$ cat src/sv/scsa_pkg.sv
// Package with types, constants and command/status structs of the size-class slot allocator.
`timescale 1ns / 1ps
`default_nettype none

package scsa_pkg;

	// Geometry of the slot pools.
	localparam int SLOTS_PER_CLASS = 64;
	localparam int NUM_CLASSES     = 6;
	localparam int NUM_LIMIT_REGS  = 6;
	localparam int LIMIT_CLASSES   = (NUM_CLASSES < NUM_LIMIT_REGS) ? NUM_CLASSES : NUM_LIMIT_REGS;

	// Internal widths derived from the geometry.
	localparam int SLOT_W  = $clog2(SLOTS_PER_CLASS);
	localparam int LINK_W  = $clog2(SLOTS_PER_CLASS + 1);
	localparam int CLS_W   = (NUM_CLASSES > 1) ? $clog2(NUM_CLASSES) : 1;
	localparam int DEPTH   = NUM_CLASSES * SLOTS_PER_CLASS;
	localparam int ADDR_W  = (DEPTH > 1) ? $clog2(DEPTH) : 1;

	// Configuration port.
	localparam int CFG_IDX_W  = 3;
	localparam int CFG_DATA_W = 16;
	localparam logic [CFG_DATA_W-1:0] LIMIT_RESET [NUM_LIMIT_REGS] =
		'{16'd8, 16'd16, 16'd32, 16'd64, 16'd128, 16'd256};

	// Request codes.
	localparam logic ACT_ALLOC = 1'b0;
	localparam logic ACT_FREE  = 1'b1;

	// Result status codes.
	typedef enum logic [1:0] {
		ST_OK        = 2'd0,
		ST_TOO_BIG   = 2'd1,
		ST_EXHAUSTED = 2'd2,
		ST_BAD_FREE  = 2'd3
	} status_t;

	// Input word.
	typedef struct packed {
		logic        action;
		logic [15:0] request_size;
		logic [2:0]  handle_class;
		logic [5:0]  handle_slot;
	} in_word_t;

	// Output word.
	typedef struct packed {
		status_t     status;
		logic [2:0]  size_class;
		logic [5:0]  slot_index;
		logic [6:0]  class_in_use;
		logic [31:0] class_alloc_total;
	} out_word_t;

	// Controller states.
	typedef enum logic [1:0] {
		S_INIT,
		S_IDLE,
		S_LOOKUP,
		S_POP
	} ctrl_state_t;

	// Commands from the controller to the datapath.
	typedef struct packed {
		logic init_step;
		logic accept;
		logic lookup;
		logic pop;
	} ctrl_cmd_t;

	// Status from the datapath to the controller.
	typedef struct packed {
		logic init_last;
		logic alloc_go;
		logic res_pend;
	} dp_status_t;

endpackage

`default_nettype wire

$ cat src/sv/scsa_ctrl.sv
// Controller state machine of the size-class slot allocator.
`timescale 1ns / 1ps
`default_nettype none

module scsa_ctrl (
	input  wire                    clk,
	input  wire                    arst_n,
	input  wire                    in_valid,
	output logic                   in_stall,
	input  scsa_pkg::dp_status_t   status,
	output scsa_pkg::ctrl_cmd_t    cmd
);
	import scsa_pkg::*;

	ctrl_state_t state_q;
	ctrl_state_t state_d;
	logic        take_word;

	// A new word may enter while idle or while a pop finishes, unless a result is parked.
	assign take_word = in_valid && !in_stall;

	// Next-state logic.
	always_comb begin
		state_d = state_q;
		unique case (state_q)
			S_INIT: begin
				if (status.init_last) begin
					state_d = S_IDLE;
				end
			end
			S_IDLE: begin
				if (take_word) begin
					state_d = S_LOOKUP;
				end
			end
			S_LOOKUP: begin
				state_d = status.alloc_go ? S_POP : S_IDLE;
			end
			S_POP: begin
				state_d = take_word ? S_LOOKUP : S_IDLE;
			end
			default: begin
				state_d = S_IDLE;
			end
		endcase
	end

	// Output logic.
	always_comb begin
		in_stall      = !(((state_q == S_IDLE) || (state_q == S_POP)) && !status.res_pend);
		cmd.init_step = (state_q == S_INIT);
		cmd.accept    = take_word;
		cmd.lookup    = (state_q == S_LOOKUP);
		cmd.pop       = (state_q == S_POP);
	end

	// State register.
	always_ff @(posedge clk or negedge arst_n) begin
		if (!arst_n) begin
			state_q <= S_INIT;
		end else begin
			state_q <= state_d;
		end
	end

endmodule

`default_nettype wire

$ cat src/sv/scsa_datapath.sv
// Datapath of the size-class slot allocator: limits, per-class counters, link memory, output buffer.
`timescale 1ns / 1ps
`default_nettype none

module scsa_datapath (
	input  wire                                    clk,
	input  wire                                    arst_n,
	input  scsa_pkg::ctrl_cmd_t                    cmd,
	output scsa_pkg::dp_status_t                   status,
	input  scsa_pkg::in_word_t                     in_word,
	output logic                                   out_valid,
	input  wire                                    out_stall,
	output scsa_pkg::out_word_t                    out_word,
	input  wire                                    cfg_we,
	input  wire  [scsa_pkg::CFG_IDX_W-1:0]         cfg_index,
	input  wire  [scsa_pkg::CFG_DATA_W-1:0]        cfg_data
);
	import scsa_pkg::*;

	// Registered request and configuration.
	in_word_t              req_q;
	logic [CFG_DATA_W-1:0] limit_q [LIMIT_CLASSES];

	// Per-class state.
	logic [LINK_W-1:0] head_q  [NUM_CLASSES];
	logic [LINK_W-1:0] used_q  [NUM_CLASSES];
	logic [31:0]       total_q [NUM_CLASSES];

	// Link memory and its clearing sweep.
	logic [LINK_W-1:0] link_mem [DEPTH];
	logic [LINK_W-1:0] rd_q;
	logic [CLS_W-1:0]  init_cls_q;
	logic [SLOT_W-1:0] init_slot_q;
	logic [CLS_W-1:0]  pop_cls_q;

	// Output buffer: one visible word and one parked word.
	out_word_t out_q;
	out_word_t res_q;
	logic      out_valid_q;
	logic      res_pend_q;

	// Lookup signals.
	logic              hit;
	logic [CLS_W-1:0]  found;
	logic              is_free;
	logic              hcls_ok;
	logic              slot_ok;
	logic [CLS_W-1:0]  sel_cls;
	logic [LINK_W-1:0] head_sel;
	logic [LINK_W-1:0] used_sel;
	logic [31:0]       total_sel;
	logic [SLOT_W-1:0] head_slot;
	logic [SLOT_W-1:0] free_slot;
	logic              alloc_go;
	logic              free_go;
	out_word_t         res_d;
	logic              out_free;
	logic              mem_we;
	logic [ADDR_W-1:0] mem_waddr;
	logic [LINK_W-1:0] mem_wdata;
	logic [ADDR_W-1:0] mem_raddr;

	// First class whose limit covers the request size.
	always_comb begin
		hit   = 1'b0;
		found = '0;
		for (int c = 0; c < LIMIT_CLASSES; c++) begin
			if (!hit && (req_q.request_size <= limit_q[c])) begin
				hit   = 1'b1;
				found = CLS_W'(c);
			end
		end
	end

	// Class selection and checks of the request.
	always_comb begin
		is_free   = (req_q.action == ACT_FREE);
		hcls_ok   = (32'(req_q.handle_class) < NUM_CLASSES);
		slot_ok   = (32'(req_q.handle_slot) < SLOTS_PER_CLASS);
		sel_cls   = is_free ? CLS_W'(req_q.handle_class) : found;
		head_sel  = head_q[sel_cls];
		used_sel  = used_q[sel_cls];
		total_sel = total_q[sel_cls];
		// Head values never exceed the slot count, so the wrap is a single compare.
		head_slot = (32'(head_sel) >= SLOTS_PER_CLASS) ? '0 : SLOT_W'(head_sel);
		free_slot = SLOT_W'(req_q.handle_slot);
		alloc_go  = !is_free && hit && (32'(used_sel) < SLOTS_PER_CLASS);
		free_go   = is_free && hcls_ok && slot_ok && (used_sel != '0);
	end

	// Result word of the request in lookup.
	always_comb begin
		res_d = '0;
		if (!is_free) begin
			if (!hit) begin
				res_d.status = ST_TOO_BIG;
			end else if (!alloc_go) begin
				res_d.status            = ST_EXHAUSTED;
				res_d.size_class        = 3'(sel_cls);
				res_d.class_in_use      = 7'(used_sel);
				res_d.class_alloc_total = total_sel;
			end else begin
				res_d.status            = ST_OK;
				res_d.size_class        = 3'(sel_cls);
				res_d.slot_index        = 6'(head_slot);
				res_d.class_in_use      = 7'(used_sel + LINK_W'(1));
				res_d.class_alloc_total = total_sel + 32'd1;
			end
		end else begin
			res_d.size_class = req_q.handle_class;
			if (!hcls_ok) begin
				res_d.status = ST_BAD_FREE;
			end else if (!free_go) begin
				res_d.status            = ST_BAD_FREE;
				res_d.class_in_use      = 7'(used_sel);
				res_d.class_alloc_total = total_sel;
			end else begin
				res_d.status            = ST_OK;
				res_d.slot_index        = req_q.handle_slot;
				res_d.class_in_use      = 7'(used_sel - LINK_W'(1));
				res_d.class_alloc_total = total_sel;
			end
		end
	end

	// Request register.
	always_ff @(posedge clk) begin
		if (cmd.accept) begin
			req_q <= in_word;
		end
	end

	// Limit registers; writes to indexes without a register are dropped.
	always_ff @(posedge clk or negedge arst_n) begin
		if (!arst_n) begin
			for (int c = 0; c < LIMIT_CLASSES; c++) begin
				limit_q[c] <= LIMIT_RESET[c];
			end
		end else begin
			for (int c = 0; c < LIMIT_CLASSES; c++) begin
				if (cfg_we && (cfg_index == CFG_IDX_W'(c))) begin
					limit_q[c] <= cfg_data;
				end
			end
		end
	end

	// Per-class head, in-use and allocation counters.
	always_ff @(posedge clk or negedge arst_n) begin
		if (!arst_n) begin
			for (int c = 0; c < NUM_CLASSES; c++) begin
				head_q[c]  <= '0;
				used_q[c]  <= '0;
				total_q[c] <= '0;
			end
			pop_cls_q <= '0;
		end else begin
			if (cmd.lookup && alloc_go) begin
				used_q[sel_cls]  <= used_sel + LINK_W'(1);
				total_q[sel_cls] <= total_sel + 32'd1;
				pop_cls_q        <= sel_cls;
			end else if (cmd.lookup && free_go) begin
				used_q[sel_cls] <= used_sel - LINK_W'(1);
				head_q[sel_cls] <= LINK_W'(free_slot);
			end
			// The popped slot's link, read during lookup, becomes the new head in the pop state.
			if (cmd.pop) begin
				head_q[pop_cls_q] <= rd_q;
			end
		end
	end

	// Clearing sweep counters: class and slot of the entry being threaded.
	always_ff @(posedge clk or negedge arst_n) begin
		if (!arst_n) begin
			init_cls_q  <= '0;
			init_slot_q <= '0;
		end else if (cmd.init_step) begin
			if (init_slot_q == SLOT_W'(SLOTS_PER_CLASS - 1)) begin
				init_slot_q <= '0;
				init_cls_q  <= init_cls_q + CLS_W'(1);
			end else begin
				init_slot_q <= init_slot_q + SLOT_W'(1);
			end
		end
	end

	// Link memory ports.
	always_comb begin
		mem_we    = cmd.init_step || (cmd.lookup && free_go);
		mem_waddr = cmd.init_step
			? ADDR_W'(ADDR_W'(init_cls_q) * ADDR_W'(SLOTS_PER_CLASS) + ADDR_W'(init_slot_q))
			: ADDR_W'(ADDR_W'(sel_cls) * ADDR_W'(SLOTS_PER_CLASS) + ADDR_W'(free_slot));
		mem_wdata = cmd.init_step ? (LINK_W'(init_slot_q) + LINK_W'(1)) : head_sel;
		mem_raddr = ADDR_W'(ADDR_W'(sel_cls) * ADDR_W'(SLOTS_PER_CLASS) + ADDR_W'(head_slot));
	end

	// Link memory with registered read.
	always_ff @(posedge clk) begin
		if (mem_we) begin
			link_mem[mem_waddr] <= mem_wdata;
		end
		if (cmd.lookup && alloc_go) begin
			rd_q <= link_mem[mem_raddr];
		end
	end

	// Output buffer: a result goes straight out when the output is free, else it is parked.
	assign out_free = !out_valid_q || !out_stall;

	always_ff @(posedge clk or negedge arst_n) begin
		if (!arst_n) begin
			out_valid_q <= 1'b0;
			res_pend_q  <= 1'b0;
		end else begin
			if (cmd.lookup) begin
				if (out_free) begin
					out_valid_q <= 1'b1;
				end else begin
					res_pend_q <= 1'b1;
				end
			end else if (res_pend_q && out_free) begin
				out_valid_q <= 1'b1;
				res_pend_q  <= 1'b0;
			end else if (out_valid_q && !out_stall) begin
				out_valid_q <= 1'b0;
			end
		end
	end

	always_ff @(posedge clk) begin
		if (cmd.lookup) begin
			if (out_free) begin
				out_q <= res_d;
			end else begin
				res_q <= res_d;
			end
		end else if (res_pend_q && out_free) begin
			out_q <= res_q;
		end
	end

	// Status and outputs.
	assign status.init_last = cmd.init_step && (init_cls_q == CLS_W'(NUM_CLASSES - 1))
		&& (init_slot_q == SLOT_W'(SLOTS_PER_CLASS - 1));
	assign status.alloc_go  = alloc_go;
	assign status.res_pend  = res_pend_q;
	assign out_valid        = out_valid_q;
	assign out_word         = out_q;

endmodule

`default_nettype wire

$ cat src/sv/size_class_slot_allocator.sv
// Top level of the size-class slot allocator: controller, datapath and checks.
// Result: an accepted word is registered and looked up; its result is registered out or parked.
// Intake: for both allocate and free, no word is taken during lookup or while a result is
// parked; the pop's link read lands in the cycle after lookup, when the next word may be taken.
// Reset: asynchronous; afterwards a link-memory sweep over all NUM_CLASSES * SLOTS_PER_CLASS
// entries runs with in_stall high; configuration writes are taken throughout.
`timescale 1ns / 1ps
`default_nettype none

module size_class_slot_allocator (
	input  wire                                clk,
	input  wire                                arst_n,
	input  wire                                in_valid,
	output logic                               in_stall,
	input  scsa_pkg::in_word_t                 in_word,
	output logic                               out_valid,
	input  wire                                out_stall,
	output scsa_pkg::out_word_t                out_word,
	input  wire                                cfg_we,
	input  wire  [scsa_pkg::CFG_IDX_W-1:0]     cfg_index,
	input  wire  [scsa_pkg::CFG_DATA_W-1:0]    cfg_data
);
	import scsa_pkg::*;

	ctrl_cmd_t  cmd;
	dp_status_t status;

	// Sequencer.
	scsa_ctrl u_ctrl (
		.clk      (clk),
		.arst_n   (arst_n),
		.in_valid (in_valid),
		.in_stall (in_stall),
		.status   (status),
		.cmd      (cmd)
	);

	// Storage and arithmetic.
	scsa_datapath u_datapath (
		.clk       (clk),
		.arst_n    (arst_n),
		.cmd       (cmd),
		.status    (status),
		.in_word   (in_word),
		.out_valid (out_valid),
		.out_stall (out_stall),
		.out_word  (out_word),
		.cfg_we    (cfg_we),
		.cfg_index (cfg_index),
		.cfg_data  (cfg_data)
	);

	// No word is taken while the link memory is being threaded.
	a_no_accept_in_init: assert property (@(posedge clk) disable iff (!arst_n)
		cmd.init_step |-> !cmd.accept)
		else $error("word accepted during link-memory sweep");

	// Every lookup works on a word accepted on the previous edge.
	a_lookup_after_accept: assert property (@(posedge clk) disable iff (!arst_n)
		cmd.lookup |-> $past(cmd.accept))
		else $error("lookup without an accepted word");

	// A pop only follows a lookup that granted a slot.
	a_pop_after_grant: assert property (@(posedge clk) disable iff (!arst_n)
		cmd.pop |-> $past(cmd.lookup && status.alloc_go))
		else $error("pop without a granted allocation");

	// A parked result never coexists with a lookup.
	a_no_lookup_when_parked: assert property (@(posedge clk) disable iff (!arst_n)
		status.res_pend |-> !cmd.lookup)
		else $error("lookup while a result is parked");

endmodule

`default_nettype wire
$ cat config.mk
export PLATFORM = sky130hd
export DESIGN_NAME = size_class_slot_allocator
export DESIGN_NICKNAME = d
export VERILOG_FILES = /design/src/sv/scsa_pkg.sv /design/src/sv/scsa_ctrl.sv /design/src/sv/scsa_datapath.sv /design/src/sv/size_class_slot_allocator.sv
export SDC_FILE = /design/constraint.sdc
export NUM_CORES = 2
export LEC_CHECK = 0
export BUFFER_PORTS_ARGS = -buffer_cell sky130_fd_sc_hd__buf_2
export CORE_MARGIN = 4
export CORE_UTILIZATION = 45
export DETAILED_ROUTE_END_ITERATION = 12
export GPL_ROUTABILITY_DRIVEN = 0
export PLACE_DENSITY_LB_ADDON = 0.05
export SYNTH_ARGS = -nofsm -noshare
export SYNTH_HDL_FRONTEND = slang
export SYNTH_SLANG_ARGS = --single-unit
export TNS_END_PERCENT = 1
$ cat constraint.sdc
create_clock -name clk -period 28.9 [get_ports clk]
set_input_delay 1.445 -clock clk [delete_from_list [all_inputs] [get_ports clk]]
set_output_delay 1.445 -clock clk [all_outputs]
set_load 0.005 [all_outputs]
# Yosys cells after proc, flatten, opt, wreduce, memory -nomap -nowiden

Memories as Yosys holds them, arrays and structs flattened. A register that Yosys moved wholly into a read port is not among the register bits.
Index checks and enable logic that the tools add are counted.

Register bits after elaboration: 514
Bits in writable memories: 2688
Logic and storage cells: 203
Memories: 1

Memory list:

| name                | depth | width | read ports | clocked after memory_dff | wr ports | RTL line            | text |
|---|---|---|---|---|---|---|---|
| u_datapath.link_mem | 384   | 7     | 1          | 1                        | 1        | scsa_datapath.sv:30 | `logic [LINK_W-1:0] link_mem [DEPTH];` |

Add/subtract/negate cells: 9
$lt $le $gt $ge: 13
Eq/ne operators: 14
Multiplexer cells: 69
Bitwise operators: 3
Reduce and logical (&&, ||, !) cells: 50

Operator list:

| operator                | number |
|---|---|
| $mux W42                | 5 |
| $mux W50                | 4 |
| $bwmux W192             | 1 |
| $bwmux W42              | 4 |
| $bmux W32 S3            | 1 |
| $demux W32 S3           | 1 |
| $le A16 B16 Y1          | 6 |
| $mux W32                | 3 |
| $mux W39                | 2 |
| $mux W7                 | 7 |
| $mux W48                | 1 |
| $mux W45                | 1 |
| $bmux W7 S3             | 2 |
| $demux W7 S3            | 2 |
| $add A32 B1 Y32 const B | 1 |
| $add A9 B6 Y9           | 3 |
| $logic_and A1 B1 Y1     | 25 |
| $mux W6                 | 4 |
| $mux W1                 | 16 |
| $mux W3                 | 5 |
| $mux W2                 | 7 |
| $reduce_and A2 Y1       | 6 |
| $logic_not A1 Y1        | 10 |
| $eq A3 B3 Y1 const B    | 3 |
| other kinds (28)        | 38 |

# Depth between registers and ports, before layout

Depth in word-level cells: 29
Depth in mapped cells: 26
Depth with buffers taken out: 22

# Cells and area by module

From an unflattened synthesis, not the netlist that was laid out.

Cell total of the unflattened synthesis: 9838
Area total of the unflattened synthesis: 132449.5 um^2

By module, submodules not included:

| module        | times used | cells each | area an instance (um^2) |
|---|---|---|---|
| scsa_datapath | 1          | 9827       | 132340.7 |
| scsa_ctrl     | 1          | 11         | 108.9 |

# Worst setup path before layout

No wires, ideal clock.

Path type: register to register
From: register u_datapath.req_q[20] (netlist bit)
To: memory u_datapath.link_mem[0][1] (netlist bit) (data pin)
Library setup time: 2.489 ns
Arrival: 14.275 ns
Required time: 26.411 ns
Setup slack: 12.136 ns
Cell stages (with the launch flop): 13
Buffers on the path: 2
Period minus slack after synthesis: 16.764 ns
Cells stage by stage: edfxtp_1 -> ha_1 -> a21o_1 -> a221oi_2 -> nand2_1 -> a2111oi_2 -> o22ai_1 -> a31oi_4 -> buf_2 -> o21ai_0 -> a21o_1 -> clkbuf_1 -> a31oi_1

Word-level cells in the longest chain between the ends: 23
Elaborated cells on any way between the ends: 32
Those cells by class: order compare: 6; mux: 15; bitwise: 1; reduce/logical: 10

RTL lines:

| what                                          | RTL line             | text |
|---|---|---|
| start: declaration                            | scsa_datapath.sv:21  | `in_word_t req_q;` |
| start signal: assignment                      | scsa_datapath.sv:129 | `req_q <= in_word;` |
| $le A16 B16 Y1                                | scsa_datapath.sv:68  | `if (!hit && (req_q.request_size <= limit_q[c])) begin` |
| $mux W1                                       | scsa_datapath.sv:68  |  |
| $logic_not A1 Y1                              | scsa_datapath.sv:68  |  |
| $logic_and A1 B1 Y1                           | scsa_datapath.sv:68  |  |
| $mux W1                                       | scsa_datapath.sv:68  |  |
| $logic_not A1 Y1                              | scsa_datapath.sv:68  |  |
| $logic_and A1 B1 Y1                           | scsa_datapath.sv:68  |  |
| $mux W1                                       | scsa_datapath.sv:68  |  |
| [... 7 more ...]                              | n/a                  |  |
| $logic_and A1 B1 Y1                           | scsa_datapath.sv:68  |  |
| $mux W3 *                                     | scsa_datapath.sv:68  |  |
| $mux W3 *                                     | scsa_datapath.sv:80  | `sel_cls = is_free ? CLS_W'(req_q.handle_class) : found;` |
| $not A3 Y4 (not written as such) *            | scsa_datapath.sv:81  | `head_sel = head_q[sel_cls];` |
| $bmux W7 S3 *                                 | scsa_datapath.sv:81  |  |
| $mux W7 (not written as such) * (2 in series) | scsa_datapath.sv:81  |  |
| $mux W7 *                                     | scsa_datapath.sv:194 | `mem_wdata = cmd.init_step ? (LINK_W'(init_slot_q) + LINK_W'(1)) : head_sel;` |
| via u_datapath.mem_wdata[1]                   | scsa_datapath.sv:60  | `logic [LINK_W-1:0] mem_wdata;` |
| end: declaration                              | scsa_datapath.sv:30  |  |

The timed path passes the listed nets; every way through them passes the cells marked *. The select of a mux whose other input is x is not followed.

# Worst setup path after layout

From: register u_datapath.req_q[20] (netlist bit)
To: register u_datapath.rd_q[2] (read register of u_datapath.link_mem) (data pin)

Word-level cells in the longest chain between the ends: 25
Elaborated cells on any way between the ends: 42
Those cells by class: add/sub: 1; order compare: 8; mux: 19; bitwise: 1; reduce/logical: 13

RTL lines:

| what                                                        | RTL line                                   | text |
|---|---|---|
| $le A16 B16 Y1                                              | scsa_datapath.sv:68                        |  |
| $mux W1                                                     | scsa_datapath.sv:68                        |  |
| $logic_not A1 Y1                                            | scsa_datapath.sv:68                        |  |
| $logic_and A1 B1 Y1                                         | scsa_datapath.sv:68                        |  |
| $mux W1                                                     | scsa_datapath.sv:68                        |  |
| $logic_not A1 Y1                                            | scsa_datapath.sv:68                        |  |
| $logic_and A1 B1 Y1                                         | scsa_datapath.sv:68                        |  |
| $mux W1                                                     | scsa_datapath.sv:68                        |  |
| [... 8 more ...]                                            | n/a                                        |  |
| $mux W3                                                     | scsa_datapath.sv:68                        |  |
| $mux W3                                                     | scsa_datapath.sv:80                        |  |
| $not A3 Y4 (not written as such)                            | scsa_datapath.sv:81, scsa_datapath.sv:82   |  |
| $bmux W7 S3, on equally long branches                       | scsa_datapath.sv:81, scsa_datapath.sv:82   |  |
| $mux W7, on equally long branches (2 in series)             | scsa_datapath.sv:81, scsa_datapath.sv:82   |  |
| $ge A7 B7 Y1 / $lt A7 B7 Y1 (equally long branches)         | scsa_datapath.sv:85, scsa_datapath.sv:87   |  |
| $mux W6 / $logic_and A1 B1 Y1 (equally long branches)       | scsa_datapath.sv:85, scsa_datapath.sv:87   |  |
| $add A9 B6 Y9 / $logic_and A1 B1 Y1 (equally long branches) | scsa_datapath.sv:195, scsa_datapath.sv:203 |  |
| end: declaration                                            | scsa_datapath.sv:31                        | `logic [LINK_W-1:0] rd_q;` |

Parallel ways exist; a longest one is shown, timed or not. The select of a mux whose other input is x is not followed.
A chain may end at the register's enable or synchronous reset.

==> run_results.csv <==
group,metric,value,unit
status,status,"finished with violations",
status,violations,"max-capacitance violations",
placed_design,hpwl,296,mm
pwr,power_density,137,mW/mm^2
clock_tree,post-cts-setup-buffer-count,0,
route,ant_nets,0,
setup_path,r2r_slack,18.65,ns
die,row_count,199,
global_route,antenna_found_initial,49,
synthesis,synthFlopType,"edfxtp_1",
layout,layout-drive-gt1-share,12.9,%
setup_path,start_kind,"register",
route,viasPerCell,6.44,
route,wl,495,mm
synthesis,ys_ff_latch,3209,
layout,area.growth.synth_to_final,11.7,%
sta,fmax,97.6,MHz
setup_path,worst_setup_path_end_kind,"register",
route,drc,0,
sta,finalCritPeriodShare,35.5,%
global_route,grt_pass1_wl,692,mm
clock_tree,cts_hold_buf,0,
die,ios,102,
die,core,0.295,mm^2
synthesis,seq_area_frac_synth,70.5,%
synthesis,yosys_warnings,0,
setup_path,crit_type,"register to register",
sta,slew_viol_final,0,
global_route,grt_pass1_vias,86253,
sta,rsz0062_at_grt,"no",
clock_tree,clock_sinks,3209,
synthesis,synth_area_per_cell,13.6,um^2
synthesis,syn_area,0.134,mm^2
layout,final_net_count,9991,
clock_tree,worstSkewPairLatency,0.94,ns
sta,fin_hold_ws,0.472,ns
route,via_count,90596,
pwr,p_leak,51.3,nW
worst_hold_path,hold_path.class,"register to register",
sta,layout_setup_ws,18.65,ns
route,firstDrtPassIters,7,
clock_tree,cts_root_buf,"clkbuf_16",
die,start_util,45.4,%
sta,setup_viol,0,
clock_tree,cts.path.max_buffers,4,
sta,hold_viol,0,
die,die_area,0.306,mm^2
synthesis,synth_cell_type_count,113,
synthesis,async_flop_share,12.1,%
job,maxCapViolCount,1,
sta,worstMarginPinSlew,1.45,ns
route,drtIter0Drc,12250,
clock_tree,cts_tree,"yes",
clock_tree,cts_resized,0,
synthesis,syn_nets,9960,
pwr,max-vdd-ir-drop,0.000175,V
global_route,track_usage,31.5,%
clock_tree,htree_levels,5,
die,die_h,553,um
global_route,grt.overflow.total,0,
die,die_w,553,um
setup_path,crit_required,29.56,ns
placed_design,pre_cts_ws,18.58,ns
clock_tree,cts_buffers,349,
sta,relSlewSlack,2.03,%
synthesis,synth-edff-count,2821,
setup_path,cp_max_fo,41,
clock_tree,clk_pin_slew,0.06,ns
sta,fin_skew,0.0388,ns
setup_path,crit_arrival,10.91,ns
synthesis,synth_cells,9808,
route,wire_per_inst,35.2,um
layout,nFillCells,25192,
global_route,grt_max_degree,190,
sta,fin_crit,10.25,ns
placed_design,io_buffers,101,
sta,setup_tns,0,ns
path summary, 6_finish.rpt:
kind / to / depth (start not counted) / from
setup / recovery: u_datapath.rd_q[2] / 23 / u_datapath.req_q[20]
hold / removal: u_datapath.total_q[33] / 2 / u_datapath.total_q[33]
setup reg to reg: u_datapath.rd_q[2] / 23 / u_datapath.req_q[20]
hold reg to reg: u_datapath.total_q[33] / 2 / u_datapath.total_q[33]
max in group asynchronous: u_datapath.total_q[80] / 4 / arst_n
min in group asynchronous: u_datapath.limit_q[20] / 1 / arst_n
metal layers:
metal / vias up / track usage, % / wire, um
li1: 37608 / - / -
met1: 46623 / 44.4 / 200000
met2: 5330 / 47.7 / 221000
met3: 1007 / 6.78 / 51200
met4: 28 / 13.1 / 22700
met5: - / 0.0463 / 195
critical path, cell delays in order (launching register included):
cell and delay [ns]:
edfxtp_1 0.51, ha_1 0.37, a21oi_1 0.15, o21ai_0 0.21
a221oi_1 0.60, nor2_1 0.11, o22ai_1 0.42, a31oi_4 0.14
buf_4 0.24, nor2_4 0.12, buf_4 0.42, inv_4 0.41
a211o_1 0.47, a21oi_4 0.20, buf_4 0.49, buf_4 0.63
buf_4 0.58, nand2_4 0.41, buf_4 0.44, o211ai_1 0.56
a31oi_1 0.17, a41oi_1 1.05, o211ai_1 0.46, or4_1 0.64
kinds of logic (layout without fill, tap and decap cells):
kind of cell / Yosys count / count (layout) / share of synthesized area (%)
flip-flops: 3209 / 3209 / 70.5
AND/OR/NAND/NOR: 2987 / 2987 / 9.61
AO/OA/AOI/OAI: 2073 / 2073 / 10.6
buffers and inverters: 813 / 1119 / 2.87
multiplexers: 571 / 571 / 5.02
adder cells (fa/ha/maj): 102 / 102 / 0.953
XOR/XNOR: 53 / 53 / 0.358
other: 0 / 32 / 0
synth_stat cells, drive strengths merged (20+ instances only):
cell | number | area [um^2]
o22ai | 224 | 1400
a221oi | 20 | 181
nor3 | 97 | 512
mux2i | 321 | 3230
o311ai | 23 | 201
nand3 | 452 | 2270
a21oi | 311 | 1590
a2111oi | 30 | 275
o221ai | 126 | 1100
mux2 | 190 | 2140
edfxtp | 2821 | 84700
a211o | 30 | 263
nand2 | 1532 | 5780
dfrtp | 382 | 9560
o221a | 47 | 529
mux4 | 60 | 1350
a22oi | 32 | 240
a311oi | 56 | 490
nor4 | 41 | 278
clkbuf | 290 | 1090
buf | 417 | 2360
inv | 106 | 400
ha | 102 | 1280
a32oi | 31 | 272
or3 | 39 | 244
a31oi | 119 | 759
o211a | 35 | 350
o21ai | 506 | 2560
o31ai | 42 | 329
o211ai | 79 | 608
xnor2 | 28 | 253
and3 | 85 | 537
nor2 | 615 | 2350
a211oi | 157 | 1230
nand4 | 48 | 307
xor2 | 25 | 226
where the power goes:
group	internal [W]	total (W)	switching, W
logic	0.00216	0.00963	0.00747
registers	0.00642	0.00655	0.000124
clock network	0.00243	0.00430	0.00187
cell usage in the layout (no fill, tap or decap), types with 21 or more instances in the layout:
cell,synthesis,layout
nand3_1,450,432
o311ai_0,21,21
nand4_1,47,47
xnor2_1,27,27
nor2_1,608,589
and3_1,84,84
inv_1,103,103
a21oi_1,306,301
o221a_2,47,47
mux4_2,60,60
nor4_1,39,38
mux2i_1,320,320
a31oi_1,118,115
o22ai_1,224,224
buf_2,275,100
o21ai_0,487,483
o31ai_1,41,40
a311oi_1,56,55
o211ai_1,76,76
dfrtp_1,382,382
clkbuf_1,290,92
a22oi_1,32,32
edfxtp_1,2821,2821
or3_1,39,39
clkinv_2,0,55
ha_1,102,102
o211a_1,35,32
a2111oi_0,28,26
xor2_1,24,24
nor3_1,93,91
clkinv_1,0,77
nand2_1,1527,1515
a32oi_1,31,31
mux2_2,189,188
o221ai_1,126,124
clkbuf_16,0,353
a211oi_1,152,150
a211o_1,30,29
buf_4,74,268
diode_2,0,32
sequential cells by signal (all words and copies together) (netlist names), named ones only:
name                    flops
u_datapath.rd_q             7
u_datapath.req_q           19
u_datapath.total_q        192
u_ctrl.state_q              2
u_datapath.head_q          42
u_datapath.out_valid        1
u_datapath.pop_cls_q        3
u_datapath.res_q           50
u_datapath.res_pend_q       1
u_datapath.used_q          36
u_datapath.free_slot        6
u_datapath.init_slot_q      6
u_datapath.is_free          1
u_datapath.out_word        50
u_datapath.limit_q         96
u_datapath.link_mem      2688
u_datapath.init_cls_q       3
per-stage QoR:
stage	cells	util (%)	cell area [um^2]	power, W
floorplan	9808	-	134000	0.0121
global placement	13405	47.0	139000	0.0160
detailed placement	13407	47.0	139000	0.0160
CTS	14033	50.7	149000	0.0203
global route	14034	50.7	149000	0.0210
finish	14065	50.7	150000	0.0205
layout make-up:
| class | count | area (um^2) | area share [%] |
|---|---|---|---|
| Multi-Input combinational cell | 5786 | 36200 | 24.2 |
| Clock buffer | 450 | 9250 | 6.18 |
| Antenna cell | 32 | 80.1 | 0.0535 |
| Inverter | 106 | 400 | 0.268 |
| Timing Repair Buffer | 387 | 2880 | 1.92 |
| Tap cell | 3919 | 4900 | 3.28 |
| Clock inverter | 176 | 1470 | 0.980 |
| Sequential cell | 3209 | 94400 | 63.1 |
Note: power is estimated with default switching activity, not from simulation.
